### config.mk
export PLATFORM = sky130hd
export DESIGN_NAME = modular_exponentiation_flat
export DESIGN_NICKNAME = d
export VERILOG_FILES = /design/src/rtl/mexp_pkg.sv /design/src/rtl/mexp_base_if.sv /design/src/rtl/mexp_result_if.sv /design/src/rtl/mexp_mulmod.sv /design/src/rtl/modular_exponentiation.sv /design/src/flat_wrapper.sv
export SDC_FILE = /design/constraint.sdc
export NUM_CORES = 1
export LEC_CHECK = 0
export BUFFER_PORTS_ARGS = -buffer_cell sky130_fd_sc_hd__buf_2
export CORE_MARGIN = 5
export CORE_UTILIZATION = 56
export CTS_BUF_LIST = sky130_fd_sc_hd__clkbuf_16
export CTS_CLUSTER_SIZE = 24
export DETAILED_ROUTE_END_ITERATION = 8
export PLACE_DENSITY = 0.73
export SYNTH_ARGS = -nofsm -noshare
export SYNTH_HDL_FRONTEND = slang
export SYNTH_SLANG_ARGS = --single-unit
### constraint.sdc
create_clock -name clk -period 8.4 [get_ports clk]
set_clock_uncertainty 0.05 [all_clocks]
set_input_delay 1.26 -clock clk [delete_from_list [all_inputs] [get_ports clk]]
set_output_delay 1.26 -clock clk [all_outputs]
set_load 0.05 [all_outputs]
### src/rtl/mexp_pkg.sv
`timescale 1ns / 1ps
// ----------------------------------------------------------------------------
// mexp_pkg
// Shared widths, register indexes and request/response types of the
// modular exponentiation block.
// ----------------------------------------------------------------------------
package mexp_pkg;

    localparam int WIDTH     = 64;
    localparam int BIT_CNT_W = $clog2(WIDTH);
    localparam int CFG_IDX_W = 2;

    localparam logic [CFG_IDX_W-1:0] CFG_MODULUS  = CFG_IDX_W'(0);
    localparam logic [CFG_IDX_W-1:0] CFG_EXPONENT = CFG_IDX_W'(1);

    typedef struct packed {
        logic             start;
        logic [WIDTH-1:0] a;
        logic [WIDTH-1:0] b;
    } mexp_mul_req_t;

    typedef struct packed {
        logic             busy;
        logic             done;
        logic [WIDTH-1:0] product;
    } mexp_mul_rsp_t;

endpackage

### src/rtl/mexp_base_if.sv
`timescale 1ns / 1ps
// ----------------------------------------------------------------------------
// mexp_base_if
// Valid/ready channel carrying one base value per request.
// ----------------------------------------------------------------------------
interface mexp_base_if
    import mexp_pkg::*;
();
    logic             valid;
    logic             ready;
    logic [WIDTH-1:0] base_value;

    modport source (output valid, output base_value, input ready);
    modport sink   (input valid, input base_value, output ready);
endinterface

### src/rtl/mexp_result_if.sv
`timescale 1ns / 1ps
// ----------------------------------------------------------------------------
// mexp_result_if
// Valid/ready channel carrying one power result per request.
// ----------------------------------------------------------------------------
interface mexp_result_if
    import mexp_pkg::*;
();
    logic             valid;
    logic             ready;
    logic [WIDTH-1:0] power_result;

    modport source (output valid, output power_result, input ready);
    modport sink   (input valid, input power_result, output ready);
endinterface

### src/rtl/mexp_mulmod.sv
`timescale 1ns / 1ps
// ----------------------------------------------------------------------------
// mexp_mulmod
// Bit-serial modular multiplier: a * b mod m, multiplier bits MSB first,
// one double-and-reduce or add-and-reduce per cycle. m of zero wraps.
// ----------------------------------------------------------------------------
module mexp_mulmod
    import mexp_pkg::*;
(
    input  logic             clk,
    input  logic             rst_n,
    input  mexp_mul_req_t    req,
    input  logic [WIDTH-1:0] modulus,
    output mexp_mul_rsp_t    rsp
);

    typedef enum logic [2:0] {
        PH_IDLE = 3'b001,
        PH_DBL  = 3'b010,
        PH_ADD  = 3'b100
    } phase_t;

    phase_t               phase_reg, phase_next;
    logic [BIT_CNT_W-1:0] cnt_reg, cnt_next;
    logic                 done_reg, done_next;
    logic [WIDTH-1:0]     a_reg, a_next;
    logic [WIDTH-1:0]     b_reg, b_next;
    logic [WIDTH-1:0]     acc_reg, acc_next;

    logic [WIDTH-1:0]     addend;
    logic [WIDTH:0]       sum;
    logic [WIDTH:0]       diff;
    logic [WIDTH-1:0]     reduced;
    logic                 last_bit;

    // acc, addend < m, so one conditional subtract suffices
    always_comb
    begin
        addend = (phase_reg == PH_ADD) ? a_reg : acc_reg;
        sum    = {1'b0, acc_reg} + {1'b0, addend};
        diff   = sum - {1'b0, modulus};
        if (modulus == '0)
        begin
            reduced = sum[WIDTH-1:0];
        end
        else if (!diff[WIDTH])
        begin
            reduced = diff[WIDTH-1:0];
        end
        else
        begin
            reduced = sum[WIDTH-1:0];
        end
    end

    always_comb
    begin
        last_bit   = (cnt_reg == '0);
        phase_next = phase_reg;
        cnt_next   = cnt_reg;
        done_next  = 1'b0;
        a_next     = a_reg;
        b_next     = b_reg;
        acc_next   = acc_reg;
        case (phase_reg)
            PH_IDLE:
            begin
                if (req.start)
                begin
                    a_next     = req.a;
                    b_next     = req.b;
                    acc_next   = '0;
                    cnt_next   = BIT_CNT_W'(WIDTH - 1);
                    phase_next = PH_DBL;
                end
            end
            PH_DBL:
            begin
                acc_next = reduced;
                if (b_reg[WIDTH-1])
                begin
                    phase_next = PH_ADD;
                end
                else if (last_bit)
                begin
                    phase_next = PH_IDLE;
                    done_next  = 1'b1;
                end
                else
                begin
                    cnt_next = cnt_reg - 1'b1;
                    b_next   = b_reg << 1;
                end
            end
            PH_ADD:
            begin
                acc_next = reduced;
                if (last_bit)
                begin
                    phase_next = PH_IDLE;
                    done_next  = 1'b1;
                end
                else
                begin
                    cnt_next   = cnt_reg - 1'b1;
                    b_next     = b_reg << 1;
                    phase_next = PH_DBL;
                end
            end
            default:
            begin
                phase_next = PH_IDLE;
            end
        endcase
    end

    always_ff @(posedge clk or negedge rst_n)
    begin
        if (!rst_n)
        begin
            phase_reg <= PH_IDLE;
            cnt_reg   <= '0;
            done_reg  <= 1'b0;
        end
        else
        begin
            phase_reg <= phase_next;
            cnt_reg   <= cnt_next;
            done_reg  <= done_next;
        end
    end

    always_ff @(posedge clk)
    begin
        a_reg   <= a_next;
        b_reg   <= b_next;
        acc_reg <= acc_next;
    end

    assign rsp.busy    = (phase_reg != PH_IDLE);
    assign rsp.done    = done_reg;
    assign rsp.product = acc_reg;

endmodule

### src/rtl/modular_exponentiation.sv
`timescale 1ns / 1ps
// ----------------------------------------------------------------------------
// modular_exponentiation
// base_value ^ exponent mod modulus, right-to-left square-and-multiply on
// one shared bit-serial modular multiplier.
//
//   channel   dir   handshake       payload
//   operand   in    valid/ready     base_value   [63:0]
//   result    out   valid/ready     power_result [63:0]
//   cfg       in    cfg_we          cfg_index, cfg_data [63:0]
//
// One modular multiply does a double step per multiplier bit and an add step
// per set bit. A request takes one base reduction, one squaring per exponent
// bit up to the top set bit (the last one skipped) and one multiply per set
// bit; a zero exponent skips the multiplier and gives 1.
// operand.ready is high only while idle; a finished result waits in the
// output register, the next request is taken meanwhile.
// Reset leaves modulus = 1, exponent = 1, no result pending.
// ----------------------------------------------------------------------------
module modular_exponentiation
    import mexp_pkg::*;
(
    input  logic                 clk,
    input  logic                 rst_n,
    input  logic                 cfg_we,
    input  logic [CFG_IDX_W-1:0] cfg_index,
    input  logic [WIDTH-1:0]     cfg_data,
    mexp_base_if.sink            operand,
    mexp_result_if.source        result
);

    typedef enum logic [5:0] {
        S_IDLE   = 6'b000001,
        S_REDUCE = 6'b000010,
        S_STEP   = 6'b000100,
        S_MUL_P  = 6'b001000,
        S_MUL_S  = 6'b010000,
        S_FINISH = 6'b100000
    } state_t;

    state_t           state_reg, state_next;
    logic [WIDTH-1:0] modulus_reg, modulus_next;
    logic [WIDTH-1:0] exponent_reg, exponent_next;
    logic             out_valid_reg, out_valid_next;
    logic [WIDTH-1:0] out_data_reg, out_data_next;
    logic [WIDTH-1:0] product_reg, product_next;
    logic [WIDTH-1:0] square_reg, square_next;
    logic [WIDTH-1:0] rem_exp_reg, rem_exp_next;

    mexp_mul_req_t    mul_req;
    mexp_mul_rsp_t    mul_rsp;
    logic             in_fire;

    mexp_mulmod u_mulmod (
        .clk     (clk),
        .rst_n   (rst_n),
        .req     (mul_req),
        .modulus (modulus_reg),
        .rsp     (mul_rsp)
    );

    assign operand.ready = (state_reg == S_IDLE);
    assign in_fire       = operand.valid && operand.ready;
    assign result.valid        = out_valid_reg;
    assign result.power_result = out_data_reg;

    always_comb
    begin
        modulus_next  = modulus_reg;
        exponent_next = exponent_reg;
        if (cfg_we)
        begin
            case (cfg_index)
                CFG_MODULUS:  modulus_next  = cfg_data;
                CFG_EXPONENT: exponent_next = cfg_data;
                default:      ;
            endcase
        end
    end

    always_comb
    begin
        state_next     = state_reg;
        out_valid_next = out_valid_reg && !result.ready;
        out_data_next  = out_data_reg;
        product_next   = product_reg;
        square_next    = square_reg;
        rem_exp_next   = rem_exp_reg;
        mul_req.start  = 1'b0;
        mul_req.a      = square_reg;
        mul_req.b      = square_reg;
        case (state_reg)
            S_IDLE:
            begin
                if (in_fire)
                begin
                    if (exponent_reg == '0)
                    begin
                        product_next = WIDTH'(1);
                        state_next   = S_FINISH;
                    end
                    else
                    begin
                        // base mod m as 1 * base mod m
                        mul_req.start = 1'b1;
                        mul_req.a     = WIDTH'(1);
                        mul_req.b     = operand.base_value;
                        product_next  = (modulus_reg == WIDTH'(1)) ? '0 : WIDTH'(1);
                        rem_exp_next  = exponent_reg;
                        state_next    = S_REDUCE;
                    end
                end
            end
            S_REDUCE:
            begin
                if (mul_rsp.done)
                begin
                    square_next = mul_rsp.product;
                    state_next  = S_STEP;
                end
            end
            S_STEP:
            begin
                if (rem_exp_reg == '0)
                begin
                    state_next = S_FINISH;
                end
                else if (rem_exp_reg[0])
                begin
                    mul_req.start = 1'b1;
                    mul_req.a     = product_reg;
                    state_next    = S_MUL_P;
                end
                else
                begin
                    mul_req.start = 1'b1;
                    state_next    = S_MUL_S;
                end
            end
            S_MUL_P:
            begin
                if (mul_rsp.done)
                begin
                    product_next = mul_rsp.product;
                    if (rem_exp_reg[WIDTH-1:1] == '0)
                    begin
                        rem_exp_next = '0;
                        state_next   = S_FINISH;
                    end
                    else
                    begin
                        mul_req.start = 1'b1;
                        state_next    = S_MUL_S;
                    end
                end
            end
            S_MUL_S:
            begin
                if (mul_rsp.done)
                begin
                    square_next  = mul_rsp.product;
                    rem_exp_next = rem_exp_reg >> 1;
                    state_next   = S_STEP;
                end
            end
            S_FINISH:
            begin
                if (!out_valid_reg || result.ready)
                begin
                    out_data_next  = product_reg;
                    out_valid_next = 1'b1;
                    state_next     = S_IDLE;
                end
            end
            default:
            begin
                state_next = S_IDLE;
            end
        endcase
    end

    always_ff @(posedge clk or negedge rst_n)
    begin
        if (!rst_n)
        begin
            state_reg     <= S_IDLE;
            out_valid_reg <= 1'b0;
            modulus_reg   <= WIDTH'(1);
            exponent_reg  <= WIDTH'(1);
        end
        else
        begin
            state_reg     <= state_next;
            out_valid_reg <= out_valid_next;
            modulus_reg   <= modulus_next;
            exponent_reg  <= exponent_next;
        end
    end

    always_ff @(posedge clk)
    begin
        out_data_reg <= out_data_next;
        product_reg  <= product_next;
        square_reg   <= square_next;
        rem_exp_reg  <= rem_exp_next;
    end

    // multiplier is started only when free
    a_start_idle: assert property (@(posedge clk) disable iff (!rst_n)
        mul_req.start |-> !mul_rsp.busy)
        else $error("multiply started while multiplier busy");

    a_done_state: assert property (@(posedge clk) disable iff (!rst_n)
        mul_rsp.done |->
            (state_reg == S_REDUCE || state_reg == S_MUL_P || state_reg == S_MUL_S))
        else $error("multiply completion outside a multiply state");

    a_zero_exp: assert property (@(posedge clk) disable iff (!rst_n)
        in_fire && exponent_reg == '0 |=> state_reg == S_FINISH && product_reg == WIDTH'(1))
        else $error("zero exponent did not short-cut to result");

    a_busy_after_req: assert property (@(posedge clk) disable iff (!rst_n)
        in_fire |=> !operand.ready)
        else $error("request taken while previous request in progress");

    a_result_reduced: assert property (@(posedge clk) disable iff (!rst_n)
        $rose(out_valid_reg) && modulus_reg > WIDTH'(1) |-> out_data_reg < modulus_reg)
        else $error("result not reduced below modulus");

endmodule
### src/flat_wrapper.sv
// flat-port wrapper written by rule: the top's interface ports become plain ports
module modular_exponentiation_flat import mexp_pkg::*;
  (clk, rst_n, cfg_we, cfg_index, cfg_data, operand_valid, operand_base_value, operand_ready, result_valid, result_power_result, result_ready);
  mexp_base_if operand_i ();
  mexp_result_if result_i ();
  input  logic clk;
  input  logic rst_n;
  input  logic cfg_we;
  input  logic [CFG_IDX_W-1:0] cfg_index;
  input  logic [WIDTH-1:0] cfg_data;
  input wire logic [$bits(operand_i.valid)-1:0] operand_valid;
  input wire logic [$bits(operand_i.base_value)-1:0] operand_base_value;
  output wire logic [$bits(operand_i.ready)-1:0] operand_ready;
  output wire logic [$bits(result_i.valid)-1:0] result_valid;
  output wire logic [$bits(result_i.power_result)-1:0] result_power_result;
  input wire logic [$bits(result_i.ready)-1:0] result_ready;
  assign operand_i.valid = operand_valid;
  assign operand_i.base_value = operand_base_value;
  assign operand_ready = operand_i.ready;
  assign result_valid = result_i.valid;
  assign result_power_result = result_i.power_result;
  assign result_i.ready = result_ready;
  modular_exponentiation u_core (.clk(clk), .rst_n(rst_n), .cfg_we(cfg_we), .cfg_index(cfg_index), .cfg_data(cfg_data), .operand(operand_i), .result(result_i));
endmodule
==> results.toml <==
[synth]
async_reset_ff_frac = 0.245
synth_edf_count = 448
synth_cell_types = 79
post_synth.cell_area_avg_um2 = 10.8
synth_ff_type = "edfxtp_1"
synth_cells = 2982
ys_warn_count = 0
ys_seq_area_frac = 0.530
mappedNetlistNets = 3248
synthesis.area_um2 = 32300
ys_seq_elements = 593

[final_layout]
nets = 3389
drive_gt1_frac = 0.156
area_growth_syn_to_layout_pct = 11.2
filler_cell_count = 4573
final_cells = 3939
antenna_cells = 0
design_area_um2 = 35900
postLayoutCoreUtil = 0.625

[global_route]
antenna_found_initial = 0
grt_start_max_net_pins = 123
grt_pass1_vias = 23000
grt_pass1_wl_um = 135000
grt-ovfl-total = 0
grt.total_usage = 0.272

[sta]
rsz0062_at_grt = "false"
drv_slew = 0
layout_worst_path_cycle_share = 0.906
hold_viol = 0
relSlewSlack = 0.339
tightest_slew_ns = 0.992
final.setup.tns_ns = 0
finalSetupViolations = 0
fin_crit_ns = 7.61
max_clock_freq_ghz = 0.131

[clock_tree]
clock_latency_ns = 0.63
clk_pin_slew_ns = 0.07
cts_tree = "built"
cts_buffers = 59
cts.sinks = 593
cts-root-buf = "clkbuf_16"
cts_max_level = 2
ctsHoldBuffers = 0
clk_path_buf_depth = 3

[placement]
place_hpwl_um = 65400
io_buffers = 200
gp_congestion = 0.992
dp_cells = 3826
post_dp_cell_area_um2 = 34100

[setup_path]
cp_max_fo = 24
cp-end-kind = "flop"
r2r_start = "u_core.u_mulmod.phase_reg[2]"
critPathLaunch = "u_core.u_mulmod.phase_reg[2]"
worstPathArrival_ns = 7.90
crit_family = "compound AO/OA/AOI/OAI gates"
critical_path_class = "reg -> reg"
cpPeakStageDelay_ns = 0.54
crit_top_cell = "nor2_1"
crit_slowest_cell = "dfrtp_1"
required_ns = 8.68
worstSetupStartpointType = "flop"
critPathBufInv = 4

[drt]
ant_nets = 0
dr.pass1.iters = 6
wirelength_um = 88000
routedWlPerCell_um = 22.3
via_count = 24100
dr.first_iter.drc_count = 2815
vias_per_cell = 6.11
drc_errors = 0

[floorplanning]
pin_count = 201
placementRows = 88
fp.coreArea_um2 = 57400
dieArea_um2 = 62500
start_util = 0.562
fp.dieW_um = 250
die-height_um = 250

[run_status]
status = "complete, no violations"

[worst_hold_path]
worstHoldStart = "u_core.product_reg[35]"
worstHoldPathType = "reg -> reg"

[job]
maxCapViolCount = 0
==> cells by family after synthesis <==
family                     after synthesis  share of synthesized area
adders and majority gates              131                     0.0513
and+or+nand+nor                        937                      0.136
AOI/OAI and AO/OA                      687                      0.136
xor gates and xnor gates               117                     0.0318
DFF                                    593                      0.530
muxes                                  249                     0.0823
buffers and inverters                  268                     0.0322
==> final cells by class <==
| cell class | count | area, um2 | area share |
|---|---|---|---|
| flip-flops and latches | 593 | 17100 | 0.476 |
| multi-input cells | 2121 | 14300 | 0.398 |
| clock buffers | 60 | 1500 | 0.0419 |
| repair buffers | 239 | 1360 | 0.0380 |
| well taps | 765 | 957 | 0.0267 |
| inverters | 109 | 409 | 0.0114 |
| clock inverters | 52 | 292 | 0.00813 |
==> repair_timing <==
item                                    4_1_cts  5_1_grt
hold endpoints to repair                      0        0
resized for setup                             0        0
buffers inserted                              0        1
endpoints found under the setup margin        0       50
==> metal layers <==
metal	track usage	vias up	wire length, um
li1	-	11300	-
met1	0.428	11700	41100
met2	0.393	983	37100
met3	0.0374	138	6650
met4	0.0895	0	3160
met5	0	-	0
==> stage by stage <==
stage	setup WS (ns)	hold slack, ns
3_3_place_gp	0.966	0.381
5_1_grt	0.0507	0.409
4_1_cts	0.597	0.395
6_report	0.786	0.390
3_5_place_dp	0.651	0.386
2_1_floorplan	0.581	0.376
==> path summary, 6_finish.rpt <==
kind,to,slack [ns],depth (start not counted)
max,u_core.u_mulmod.acc_reg[13],0.79,31
min,u_core.result.power_result[35],0.39,0
max reg2reg,u_core.u_mulmod.acc_reg[13],0.79,31
min reg2reg,u_core.result.power_result[35],0.39,0
max in group asynchronous,u_core.exponent_reg[8],6.44,2
min in group asynchronous,u_core.exponent_reg[56],0.66,1
==> Yosys cell counts (all sizes together) (26+ instances only) <==
cell    number  area [um2]
clkbuf     138         519
xor2        41         359
mux2i      119        1190
nand2b      26         163
nand3       87         435
a21o        74         556
inv        109         409
xnor2       76         666
nand2      371        1390
nor2       173         649
nand4       56         350
dfrtp      141        3530
ha         129        1610
a21oi      171         856
nor4        57         357
mux2       130        1460
o21ai      207        1040
edfxtp     448       13500
nor3        28         140
and2        76         475
a22o        63         552
==> placed cells by master (no fill, tap or decap), drive strengths merged, types with 26 or more instances in the layout <==
cell type and instances:
o21ai 207, nand2 371, inv 129, buf 239, and2 76, nor4 57, nor3 28, mux2 130
nand3 87, ha 129, a21o 74, nand2b 26, nor2 173, nand4 56, mux2i 119, clkbuf 60
xnor2 76, dfrtp 141, a21oi 171, edfxtp 448, a22o 63, xor2 41
Power is not shown: default switching activity piles up to over one toggle a cycle in this logic, so the estimate is an artifact.
